--- src/hw/rtl/stsa_pkg.sv ---
// Shared types and constants of the sorted sparse tile allocator.
// No dependencies; imported by stsa_core and sorted_sparse_tile_allocator.
package stsa_pkg;

    localparam int KEY_W       = 16;
    localparam int COL_W       = 8;
    localparam int ROW_W       = 8;
    localparam int OP_W        = 2;
    localparam int SLOT_OUT_W  = 5;
    localparam int TILE_W      = 8;
    localparam int MAX_RESULTS = 32;
    localparam int RES_CNT_W   = 6;

    typedef enum logic [OP_W-1:0] {
        OP_CLEAR = 2'd0,
        OP_ALLOC = 2'd1,
        OP_DRAIN = 2'd2,
        OP_NOP   = 2'd3
    } t_op;

    typedef enum logic [3:0] {
        S_IDLE,
        S_SRCH,
        S_KEYRD,
        S_CMP,
        S_SHRD,
        S_SHWR,
        S_DR_CHK,
        S_DR_KEY,
        S_DR_CMP,
        S_DR_FIN,
        S_EMIT
    } t_state;

    typedef struct packed {
        logic [SLOT_OUT_W-1:0] slot;
        logic                  found_existing;
        logic                  table_full;
        logic                  patch_valid;
        logic [COL_W-1:0]      patch_col;
        logic [TILE_W-1:0]     patch_tile;
        logic                  last;
    } t_result;

endpackage

--- src/hw/rtl/stsa_core.sv ---
// Sequencer, key/order memories and shared key comparator of the allocator.
// Depends on stsa_pkg; instantiated by sorted_sparse_tile_allocator.
module stsa_core
    import stsa_pkg::*;
#(
    parameter int SLOT_COUNT = 32
) (
    input  logic              i_clk,
    input  logic              i_rst_n,
    input  logic              i_start,
    input  t_op               i_op,
    input  logic [COL_W-1:0]  i_col,
    input  logic [ROW_W-1:0]  i_row,
    input  logic [TILE_W-1:0] i_tile_base,
    output logic              o_busy,
    output logic              o_res_valid,
    output t_result           o_res,
    input  logic              i_res_ready
);

    localparam int IW = $clog2(SLOT_COUNT);
    localparam int CW = $clog2(SLOT_COUNT + 1);

    t_state r_state, n_state;

    logic [KEY_W-1:0] key_mem [SLOT_COUNT];
    logic [IW-1:0]    ord_mem [SLOT_COUNT];

    logic [KEY_W-1:0]     r_key_q;
    logic [IW-1:0]        r_ord_q;
    logic [KEY_W-1:0]     r_key,   n_key;
    logic [CW-1:0]        r_count, n_count;
    logic [CW-1:0]        r_rpos,  n_rpos;
    logic [CW-1:0]        r_lo,    n_lo;
    logic [CW-1:0]        r_hi,    n_hi;
    logic [CW-1:0]        r_mid,   n_mid;
    logic [CW-1:0]        r_k,     n_k;
    logic [IW-1:0]        r_hit,   n_hit;
    logic [RES_CNT_W-1:0] r_n,     n_n;
    logic                 r_pend,  n_pend;
    t_result              r_res,   n_res;

    // memory controls
    logic             ord_re, ord_we, key_re, key_we;
    logic [IW-1:0]    ord_raddr, ord_waddr, ord_wdata, key_raddr, key_waddr;

    // shared comparator and search arithmetic
    logic [CW:0]      mid_sum;
    logic [CW-1:0]    mid;
    logic             lo_lt_hi, lo_lt_cnt, key_lt, key_eq, row_eq, full, dr_more;
    logic [IW+SLOT_OUT_W-1:0] hit_ext, cnt_ext;
    logic [IW+TILE_W-1:0]     tile_ext;

    assign mid_sum   = {1'b0, r_lo} + {1'b0, r_hi};
    assign mid       = mid_sum[CW:1];
    assign lo_lt_hi  = r_lo < r_hi;
    assign lo_lt_cnt = r_lo < r_count;
    assign key_lt    = r_key_q < r_key;
    assign key_eq    = r_key_q == r_key;
    assign row_eq    = r_key_q[KEY_W-1:COL_W] == r_key[KEY_W-1:COL_W];
    assign full      = r_count == CW'(SLOT_COUNT);
    assign dr_more   = (r_rpos < r_count) && (r_n < RES_CNT_W'(MAX_RESULTS));
    assign hit_ext   = {{SLOT_OUT_W{1'b0}}, r_hit};
    assign cnt_ext   = {{SLOT_OUT_W{1'b0}}, r_count[IW-1:0]};
    assign tile_ext  = {{TILE_W{1'b0}}, r_hit};

    // next state
    always_comb begin
        n_state = r_state;
        case (r_state)
            S_IDLE: begin
                if (i_start) begin
                    case (i_op)
                        OP_ALLOC: n_state = full ? S_EMIT : S_SRCH;
                        OP_DRAIN: n_state = S_DR_CHK;
                        default:  n_state = S_IDLE;
                    endcase
                end
            end
            S_SRCH:   n_state = (lo_lt_hi || lo_lt_cnt) ? S_KEYRD : S_SHRD;
            S_KEYRD:  n_state = S_CMP;
            S_CMP: begin
                if (lo_lt_hi) n_state = S_SRCH;
                else          n_state = key_eq ? S_EMIT : S_SHRD;
            end
            S_SHRD:   n_state = (r_k > r_lo) ? S_SHWR : S_EMIT;
            S_SHWR:   n_state = S_SHRD;
            S_DR_CHK: n_state = dr_more ? S_DR_KEY : S_DR_FIN;
            S_DR_KEY: n_state = S_DR_CMP;
            S_DR_CMP: begin
                if (!row_eq)                        n_state = S_DR_FIN;
                else if (!r_pend || i_res_ready)    n_state = S_DR_CHK;
                else                                n_state = S_DR_CMP;
            end
            S_DR_FIN: n_state = S_EMIT;
            S_EMIT:   n_state = i_res_ready ? S_IDLE : S_EMIT;
            default:  n_state = S_IDLE;
        endcase
    end

    // outputs: memory strobes, result beat, busy
    always_comb begin
        ord_re      = 1'b0;
        ord_raddr   = '0;
        ord_we      = 1'b0;
        ord_waddr   = '0;
        ord_wdata   = '0;
        key_re      = 1'b0;
        key_raddr   = r_ord_q;
        key_we      = 1'b0;
        key_waddr   = r_count[IW-1:0];
        o_res_valid = 1'b0;
        o_busy      = r_state != S_IDLE;
        case (r_state)
            S_SRCH: begin
                ord_re    = lo_lt_hi || lo_lt_cnt;
                ord_raddr = lo_lt_hi ? mid[IW-1:0] : r_lo[IW-1:0];
            end
            S_KEYRD,
            S_DR_KEY: key_re = 1'b1;
            S_SHRD: begin
                if (r_k > r_lo) begin
                    ord_re    = 1'b1;
                    ord_raddr = IW'(r_k - CW'(1));
                end else begin
                    // drop the new slot into its lower-bound place
                    ord_we    = 1'b1;
                    ord_waddr = r_lo[IW-1:0];
                    ord_wdata = r_count[IW-1:0];
                    key_we    = 1'b1;
                end
            end
            S_SHWR: begin
                ord_we    = 1'b1;
                ord_waddr = r_k[IW-1:0];
                ord_wdata = r_ord_q;
            end
            S_DR_CHK: begin
                ord_re    = dr_more;
                ord_raddr = r_rpos[IW-1:0];
            end
            S_DR_CMP: o_res_valid = row_eq && r_pend;
            S_EMIT:   o_res_valid = 1'b1;
            default: ;
        endcase
    end

    // datapath next values
    always_comb begin
        n_key   = r_key;
        n_count = r_count;
        n_rpos  = r_rpos;
        n_lo    = r_lo;
        n_hi    = r_hi;
        n_mid   = r_mid;
        n_k     = r_k;
        n_hit   = r_hit;
        n_n     = r_n;
        n_pend  = r_pend;
        n_res   = r_res;
        case (r_state)
            S_IDLE: begin
                if (i_start) begin
                    n_key  = {i_row, i_col};
                    n_lo   = '0;
                    n_hi   = r_count;
                    n_k    = r_count;
                    n_n    = '0;
                    n_pend = 1'b0;
                    n_res  = '0;
                    n_res.last = 1'b1;
                    if (i_op == OP_CLEAR) begin
                        n_count = '0;
                        n_rpos  = '0;
                    end
                    if (i_op == OP_ALLOC && full) n_res.table_full = 1'b1;
                end
            end
            S_SRCH:  n_mid = lo_lt_hi ? mid : r_lo;
            S_KEYRD: n_hit = r_ord_q;
            S_CMP: begin
                if (lo_lt_hi) begin
                    if (key_lt) n_lo = r_mid + CW'(1);
                    else        n_hi = r_mid;
                end else if (key_eq) begin
                    n_res.slot           = hit_ext[SLOT_OUT_W-1:0];
                    n_res.found_existing = 1'b1;
                end else begin
                    n_k = r_count;
                end
            end
            S_SHRD: begin
                if (!(r_k > r_lo)) begin
                    n_res.slot = cnt_ext[SLOT_OUT_W-1:0];
                    n_count    = r_count + CW'(1);
                end
            end
            S_SHWR:   n_k = r_k - CW'(1);
            S_DR_KEY: n_hit = r_ord_q;
            S_DR_CMP: begin
                if (row_eq && (!r_pend || i_res_ready)) begin
                    n_res             = '0;
                    n_res.patch_valid = 1'b1;
                    n_res.patch_col   = r_key_q[COL_W-1:0];
                    n_res.patch_tile  = i_tile_base + tile_ext[TILE_W-1:0];
                    n_pend            = 1'b1;
                    n_rpos            = r_rpos + CW'(1);
                    n_n               = r_n + RES_CNT_W'(1);
                end
            end
            S_DR_FIN: begin
                // flag the held entry as final, or emit the no-match marker
                if (!r_pend) n_res = '0;
                n_res.last = 1'b1;
            end
            default: ;
        endcase
    end

    always_ff @(posedge i_clk) begin
        if (!i_rst_n) begin
            r_state <= S_IDLE;
            r_count <= '0;
            r_rpos  <= '0;
            r_pend  <= 1'b0;
        end else begin
            r_state <= n_state;
            r_count <= n_count;
            r_rpos  <= n_rpos;
            r_pend  <= n_pend;
        end
    end

    always_ff @(posedge i_clk) begin
        r_key <= n_key;
        r_lo  <= n_lo;
        r_hi  <= n_hi;
        r_mid <= n_mid;
        r_k   <= n_k;
        r_hit <= n_hit;
        r_n   <= n_n;
        r_res <= n_res;
    end

    always_ff @(posedge i_clk) begin
        if (ord_we) ord_mem[ord_waddr] <= ord_wdata;
        if (ord_re) r_ord_q <= ord_mem[ord_raddr];
    end

    always_ff @(posedge i_clk) begin
        if (key_we) key_mem[key_waddr] <= r_key;
        if (key_re) r_key_q <= key_mem[key_raddr];
    end

    assign o_res = r_res;

endmodule

--- src/hw/rtl/sorted_sparse_tile_allocator.sv ---
// Top level of the sorted sparse tile allocator: handshakes, tile base
// register and output register around stsa_core. Depends on stsa_pkg.
//
// Keeps up to SLOT_COUNT tile slots keyed by {row, col}, ordered through an
// order list. Allocate (op 1) binary-searches the list: a present key
// returns its slot with found_existing set, a new key takes the next free
// slot and is inserted by shifting the list up one entry at a time; a full
// table answers table_full. Drain (op 2) walks the list from the read
// pointer and returns every consecutive entry of the given row (at most 32
// per item) as column plus tile number (tile_base + slot, mod 256), last
// set on the final one; with no match it returns one beat with
// patch_valid clear. Clear (op 0) empties the table, op 3 does nothing;
// neither returns a beat. One item is worked at a time and o_in_stall is
// high until its last beat has entered the output register. Every memory
// access goes through a registered read port, so one search step is an order
// read, a key read and a compare; an insert moves each entry above the
// insertion point with a read state and a write state, and a drain reads
// the order entry, then its key, then compares, for each entry that it
// returns. The output register takes a beat while the previous one is being
// taken. tile_base is to be written by the user through i_cfg_we/i_cfg_data
// only while the block is idle; the block has no check for this. Neither
// store needs a clearing pass after reset.
module sorted_sparse_tile_allocator
    import stsa_pkg::*;
#(
    parameter int SLOT_COUNT = 32
) (
    input  logic                  i_clk,
    input  logic                  i_rst_n,
    // configuration
    input  logic                  i_cfg_we,
    input  logic [TILE_W-1:0]     i_cfg_data,
    // input beats
    input  logic                  i_in_valid,
    output logic                  o_in_stall,
    input  logic [OP_W-1:0]       i_op,
    input  logic [COL_W-1:0]      i_col,
    input  logic [ROW_W-1:0]      i_row,
    // result beats
    output logic                  o_out_valid,
    input  logic                  i_out_stall,
    output logic [SLOT_OUT_W-1:0] o_slot,
    output logic                  o_found_existing,
    output logic                  o_table_full,
    output logic                  o_patch_valid,
    output logic [COL_W-1:0]      o_patch_col,
    output logic [TILE_W-1:0]     o_patch_tile,
    output logic                  o_last
);

    logic [TILE_W-1:0] r_tile_base;
    logic              r_out_valid;
    t_result           r_out;

    logic    busy, start, res_valid, res_ready;
    t_result res;

    // take a new item only while the sequencer is idle
    assign o_in_stall = busy;
    assign start      = i_in_valid && !busy;

    // the output register frees up in the cycle its beat is taken
    assign res_ready  = !r_out_valid || !i_out_stall;

    stsa_core #(
        .SLOT_COUNT (SLOT_COUNT)
    ) u_core (
        .i_clk       (i_clk),
        .i_rst_n     (i_rst_n),
        .i_start     (start),
        .i_op        (t_op'(i_op)),
        .i_col       (i_col),
        .i_row       (i_row),
        .i_tile_base (r_tile_base),
        .o_busy      (busy),
        .o_res_valid (res_valid),
        .o_res       (res),
        .i_res_ready (res_ready)
    );

    always_ff @(posedge i_clk) begin
        if (!i_rst_n) begin
            r_tile_base <= '0;
        end else if (i_cfg_we) begin
            r_tile_base <= i_cfg_data;
        end
    end

    // output register: load a new beat, drop a taken one, hold otherwise
    always_ff @(posedge i_clk) begin
        if (!i_rst_n) begin
            r_out_valid <= 1'b0;
        end else if (res_valid && res_ready) begin
            r_out_valid <= 1'b1;
        end else if (!i_out_stall) begin
            r_out_valid <= 1'b0;
        end
    end

    always_ff @(posedge i_clk) begin
        if (res_valid && res_ready) begin
            r_out <= res;
        end
    end

    assign o_out_valid      = r_out_valid;
    assign o_slot           = r_out.slot;
    assign o_found_existing = r_out.found_existing;
    assign o_table_full     = r_out.table_full;
    assign o_patch_valid    = r_out.patch_valid;
    assign o_patch_col      = r_out.patch_col;
    assign o_patch_tile     = r_out.patch_tile;
    assign o_last           = r_out.last;

endmodule
--- config.mk ---
export PLATFORM = sky130hd
export DESIGN_NAME = sorted_sparse_tile_allocator
export DESIGN_NICKNAME = d
export VERILOG_FILES = /design/src/hw/rtl/stsa_pkg.sv /design/src/hw/rtl/stsa_core.sv /design/src/hw/rtl/sorted_sparse_tile_allocator.sv
export SDC_FILE = /design/constraint.sdc
export NUM_CORES = 1
export LEC_CHECK = 0
export BUFFER_PORTS_ARGS = -buffer_cell sky130_fd_sc_hd__buf_2
export CORE_ASPECT_RATIO = 0.6
export CORE_MARGIN = 2
export CORE_UTILIZATION = 56
export DETAILED_ROUTE_END_ITERATION = 8
export GPL_ROUTABILITY_DRIVEN = 0
export GPL_TIMING_DRIVEN = 0
export PLACE_DENSITY = 0.79
export SYNTH_ARGS = -nofsm -noshare
export SYNTH_HDL_FRONTEND = slang
export SYNTH_HIERARCHICAL = 1
export SYNTH_SLANG_ARGS = --single-unit
export TNS_END_PERCENT = 10
--- constraint.sdc ---
create_clock -name i_clk -period 4.35 [get_ports i_clk]
set_clock_uncertainty 0.1 [all_clocks]
set_input_delay 0.435 -clock i_clk [delete_from_list [all_inputs] [get_ports i_clk]]
set_output_delay 0.435 -clock i_clk [all_outputs]
set_load 0.02 [all_outputs]
Word level (Yosys, flattened, before mapping)
Memories as Yosys holds them, arrays and structs flattened. A register that Yosys moved wholly into a read port is not among the register bits.
Index checks and enable logic that the tools add are counted.
{"block": "totals", "input_bits": 31, "ff_bits": 127, "n_memories": 2, "out_inout_bits": 27, "elab_cells": 169, "ramBits": 672}
{"block": "classes", "magnitude_cmp": 6, "addsub": 7, "n_reduce_logical": 35, "muxes": 65, "eq_ne": 27}
{"memory": "u_core.key_mem", "depth": 32, "word_bits": 16, "read_ports": 1, "rd_ports_with_merged_regs": 1, "write_ports": 1, "line": "stsa_core.sv:26", "source": "logic [KEY_W-1:0] key_mem [SLOT_COUNT];"}
{"memory": "u_core.ord_mem", "depth": 32, "word_bits": 5, "read_ports": 1, "rd_ports_with_merged_regs": 1, "write_ports": 1, "line": "stsa_core.sv:27", "source": "logic [IW-1:0] ord_mem [SLOT_COUNT];"}
{"operator": "two-way mux 6 bit", "n": 16}
{"operator": "two-way mux 25 bit", "n": 3}
{"operator": "case mux 6 bit (2 select lines)", "n": 5}
{"operator": "case mux 19 bit (3 select lines)", "n": 1}
{"operator": "case mux 4 bit (11 select lines)", "n": 1}
{"operator": "two-way mux 4 bit", "n": 9}
{"operator": "two-way mux 5 bit", "n": 5}
{"operator": "case mux 5 bit (5 select lines)", "n": 1}
{"operator": "adder 6 x 1 -> 6 bit (second input constant)", "n": 4}
{"operator": "AND reduction 4 bit", "n": 6}
{"operator": "case mux 5 bit (2 select lines)", "n": 2}
{"operator": "less-than comparator 6 bit", "n": 3}
{"operator": "case mux 6 bit (3 select lines)", "n": 1}
{"operator": "== test 16 bit", "n": 1}
{"operator": "== test 4 x 3 -> 1 bit (second input constant)", "n": 4}
{"operator": "less-than comparator 16 bit", "n": 1}
{"operator": "case mux 5 bit (3 select lines)", "n": 1}
{"operator": "two-way mux 1 bit", "n": 13}
{"operator": "== test 4 bit (second input constant)", "n": 3}
{"operator": "inequality test 2 x 1 -> 1 bit (second input constant)", "n": 6}
{"operator": "inequality test 2 bit (second input constant)", "n": 6}
{"operator": "adder 8 x 5 -> 8 bit", "n": 1}
{"operator": "== test 4 x 2 -> 1 bit (second input constant)", "n": 2}
{"operator": "== test 8 bit", "n": 1}
{"operator": "other kinds (27)", "n": 44}

Depth between registers and ports, before layout
{"block": "logic_depth", "word_depth": 6, "depth_mapped": 13, "depth_no_buf": 11}

By module
The synthesis kept the hierarchy.
{"module": "stsa_core", "seq_area_each_um2": 23432.5, "cells_per_inst": 1801, "instances": 1, "area_per_inst_um2": 32561.2}
{"module": "sorted_sparse_tile_allocator", "seq_area_each_um2": 930.9, "cells_per_inst": 56, "instances": 1, "area_per_inst_um2": 1099.8}

Worst setup path after synthesis
No wires, ideal clock.
{"block": "synth_timing", "kind": "register -> register", "start": "register u_core.r_key[14]", "end": "register u_core.r_res (netlist bit u_core/o_res[10]), enable pin", "path_buffers": 0, "slack_ps": 554, "stages_incl_launch_ff": 9, "period_less_slack_ps": 3796, "required_ps": 3829, "arrival_ps": 3275, "setup_ps": 421, "path_cell_list": "edfxtp_1 -> inv_1 -> ha_1 -> nand3_1 -> nor4_1 -> nor2_1 -> a21oi_1 -> nand2_1 -> a21boi_0"}
{"block": "synth_between", "elab_chain_len": 4}
{"element": "from (decl)", "line": "stsa_core.sv:31", "source": "logic [KEY_W-1:0] r_key, n_key;"}
{"element": "from (signal assigned)", "line": "stsa_core.sv:235", "source": "r_key <= n_key;"}
{"element": "== test 8 bit", "line": "stsa_core.sv:60", "source": "assign row_eq = r_key_q[KEY_W-1:COL_W] == r_key[KEY_W-1:COL_W];"}
{"element": "logical AND 1 bit", "line": "stsa_core.sv:201", "source": "if (row_eq && (!r_pend || i_res_ready)) begin"}
{"element": "inequality test 2 x 1 -> 1 bit (no line)"}
{"element": "AND reduction 4 bit (no line)"}
{"element": "to (signal assigned)", "line": "stsa_core.sv:242", "source": "r_res <= n_res;"}
{"element": "to (decl)", "line": "stsa_core.sv:41", "source": "t_result r_res, n_res;"}
No other way between the ends.
A chain may end at the register's enable or synchronous reset.

Worst setup path in the final report
{"block": "layout_timing", "start": "register u_core.r_lo[4]", "end": "memory u_core/ord_mem[11][3] in the netlist's numbering, enable pin"}
{"block": "layout_between", "elab_chain_len": 5, "elab_cells_between_ends": 7, "classes_between": "order compare: 1; mux: 6"}
{"element": "from (decl)", "line": "stsa_core.sv:34", "source": "logic [CW-1:0] r_lo, n_lo;"}
{"element": "from (signal assigned)", "line": "stsa_core.sv:236", "source": "r_lo <= n_lo;"}
{"element": "greater-than comparator 6 bit", "line": "stsa_core.sv:122", "source": "if (r_k > r_lo) begin"}
{"element": "two-way mux 1 bit", "line": "stsa_core.sv:122"}
{"element": "case mux 1 bit (2 select lines)", "line": "stsa_core.sv:114", "source": "case (r_state)"}
{"element": "two-way mux 1 bit", "line": "stsa_core.sv:246", "source": "if (ord_we) ord_mem[ord_waddr] <= ord_wdata;"}
{"element": "two-way mux 1 bit (not written as such)", "line": "stsa_core.sv:246"}
{"element": "to (decl)", "line": "stsa_core.sv:27"}
Several ways; a longest one is shown, not always the timed one.

==> results by group <==
Outcome
  • Status: finished, final reports clean

Global routing
  • Global-route wire length before repair: 124000 um
  • Vias in the first global route: 18400
  • GRT Total Usage: 0.279
  • Largest net degree at the start of global routing: 34
  • Remaining global-route overflow: 0
  • Initial antenna violation count: 4

Place
  • DPL Wire Length: 54800 um
  • Area of placed instances: 35300 um^2
  • Port buffer count: 56

Yosys
  • FF+latch count, synth: 820
  • Mean post-synth cell area: 18.1 um^2
  • Post-synth top area share: 0.708
  • Synthesis Warnings: 6
  • Number of synthesized flops with an enable pin: 794
  • Syn Inst Count: 1857
  • Syn_nets: 1949
  • Post-synthesis sequential area ratio: 0.724
  • Most frequent cell after synthesis: edfxtp_1
  • Dominant cell type by area after synthesis: edfxtp_1
  • Most common library cells after synthesis: edfxtp_1, mux4_2, nor2_1
  • Synth Flop Type: edfxtp_1
  • Yosys cell types: 82
  • Cell area after synthesis: 33700 um^2
  • Synth top area cells: edfxtp_1, mux4_2, ha_1, mux2i_1, dfxtp_1
  • Asr flop ratio synth: 0

Final layout
  • Final net count: 2152
  • Fillers: 3792
  • P&R area growth vs syn: 14.1%
  • Area occupied by multi-input gates: 8950 um^2
  • FF/Latch Area: 24400 um^2
  • Design area: 38400 um^2
  • Layout cells sized above 1: 0.231
  • Final core occ: 0.647

Power
  • Sequential share of power: 0.500
  • Switching Fraction: 0.282
  • Sw Pwr: 5.55 mW
  • Pwr dens: 513 nW/um^2
  • Clock share of power: 0.323
  • Comb power frac: 0.177
  • Pwr Total: 19.7 mW
  • Pint: 14.1 mW
  • Lkg Pwr: 12.2 nW
  • VDD IR max: 436 uV

Die
  • I/O Pins: 58
  • Die height: 194 um
  • Initial core utilization: 0.568
  • Die W: 321 um
  • Die area: 62200 um^2
  • Core Area: 59300 um^2
  • # rows: 69

CTS
  • H-tree Lvls: 3
  • Clk_lat worst skew: 0.64 ns
  • Worst-path clk slew: 0.07 ns
  • CTS Buffer Depth: 3
  • TritonCTS Buffers: 73
  • CTS sink cnt: 820
  • CTS Root Cell: clkbuf_16
  • TritonCTS clock tree: done

Critical path
  • Setup CP Type: reg -> reg
  • Critical Path Fanout Max: 9
  • Max stage delay cell, worst path: edfxtp_1
  • Bufs and invs on worst path: 1
  • Reg2reg setup slack: 0.14 ns
  • Crit end category: flip-flop
  • Data required time of the worst path: 4.51 ns
  • Crit path cell chain: inv_1, ha_1, and4_1, o21a_1, o31ai_2, nand3b_1, a211o_1, a221oi_1, nand2_1, nor2_1
  • Worst path max stage delay: 0.65 ns
  • CP Launch Type: flip-flop
  • Arrival @ worst endpoint: 4.37 ns
  • CP delay by family, top: compound AO/OA/AOI/OAI gates

Route
  • Detail Route Antenna Nets: 0
  • Average wire per standard cell: 30.2 um
  • Initial drt markers: 3618
  • 1st-pass router iterations: 6
  • DRC violations left: 0
  • Via count: 19300
  • Drt total wl: 87400 um
  • Vias per inst: 6.65

STA
  • Crit path time final: 4.21 ns
  • Worst Max-Slew Pin Slew: 1.43 ns
  • Final worst path period share: 0.968
  • Final setup viols: 0
  • Slew Limit Headroom: 0.0434
  • Worst hold margin: 0.0543 ns
  • Post-Route Setup TNS: 0 ns
  • Unrepaired setup endpoints after global routing: no
  • Max-slew violations: 0
  • Final hold vios: 0
  • Fmax: 237 MHz

Flow run
  • Number of max-cap violations: 0

Hold path
  • Tightest Hold Check Type: in -> reg
## per-stage QoR
stage | std cells | setup slack [ns]
global placement | 2694 | -0.867
CTS | 2876 | 0.0348
finish | 2898 | 0.137
floorplan | 1857 | 0.554
detailed placement | 2713 | -0.552
global route | 2895 | 0.00734
## power groups by stage
stage | sequential, mW | clock (mW) | combinational (mW)
CTS | 9.99 | 6.38 | 3.05
floorplan | 9.83 | 0 | 2.01
global placement | 10.1 | 0 | 2.79
global route | 9.87 | 6.68 | 3.67
finish | 9.84 | 6.35 | 3.49
detailed placement | 10.2 | 0 | 2.89
## cells in the final DEF, fill, tap and decap left out, drive strengths merged, types with 17 or more instances in the layout
cell type,netlist,routed
buf,36,140
nand2,101,101
inv,48,56
o21ai,37,37
clkbuf,42,131
xnor2,17,17
a22oi,25,25
a21oi,56,56
clkinv,4,30
mux2,20,20
mux2i,56,56
mux4,164,164
nor2b,24,24
dlygate4sd3,0,24
and2,18,18
edfxtp,794,794
ha,59,59
nor2,135,135
dfxtp,26,26
nand3,23,23
## area by class of cell
type	instances	share of cell area
Tap cell	781	0.0254
Timing Repair Buffer	128	0.0323
Buffer	78	0.00935
Sequential cell	820	0.634
Clock buffer	89	0.0507
Clock inverter	40	0.00932
Antenna cell	3	0.000196
Inverter	52	0.00512
Multi-Input combinational cell	907	0.233
## state kept, by name, indices dropped and copies added (netlist names), 8 cells and up
signal / count
u_core/r_key: 16
r_tile_base: 8
o_patch_col: 8
o_patch_tile: 8
u_core/key_mem: 512
u_core/r_key_q: 16
u_core/o_res: 25
u_core/ord_mem: 160
## layer usage
layer	global-route usage	wire length (um)	vias up	part of all wire
li1	-	-	7836	-
met1	0.428	33800	9658	0.39
met2	0.381	36600	1599	0.42
met3	0.109	15100	189	0.17
met4	0.0576	1890	2	0.022
met5	0	85	-	0.00097
## repair_timing
item,CTS,global route
setup endpoints to repair,626,434
gates cloned,0,0
setup buffers,10,13
hold buffers,24,0
pin swaps,5,0
resized for setup,26,7
hold endpoints to repair,24,0
## kinds of logic (layout without fill, tap and decap cells)
logic type | after synthesis | count (layout) | share of synthesized area
flops | 820 | 820 | 0.724
simple gates | 364 | 364 | 0.0506
mux | 240 | 240 | 0.133
compound gates | 212 | 212 | 0.0449
buf+inv | 130 | 387 | 0.0164
fa+ha+maj | 61 | 61 | 0.0231
xor+xnor | 30 | 30 | 0.00781
other cells | 0 | 3 | 0
## worst min-delay path, delay by kind of cell
family | cells | cell delay [ns]
buffers and inverters | 1 | 0.13
multiplexers | 1 | 0.08
AND/OR/NAND/NOR | 1 | 0.10
## worst paths after layout
path | from | end | cells past startpoint
setup reg to reg | u_core/r_lo[4]$_SDFFCE_PN0P_ | u_core/ord_mem[11][3]$_DFFE_PP_ | 10
hold reg to reg | u_core/o_res[4]$_DFFE_PP_ | o_patch_tile[3]$_DFFE_PP_ | 0
hold / removal | i_cfg_we | r_tile_base[2]$_SDFFE_PN0P_ | 3
setup / recovery | u_core/r_lo[4]$_SDFFCE_PN0P_ | u_core/ord_mem[11][3]$_DFFE_PP_ | 10
No activity file was read; power rests on OpenSTA's default activity.
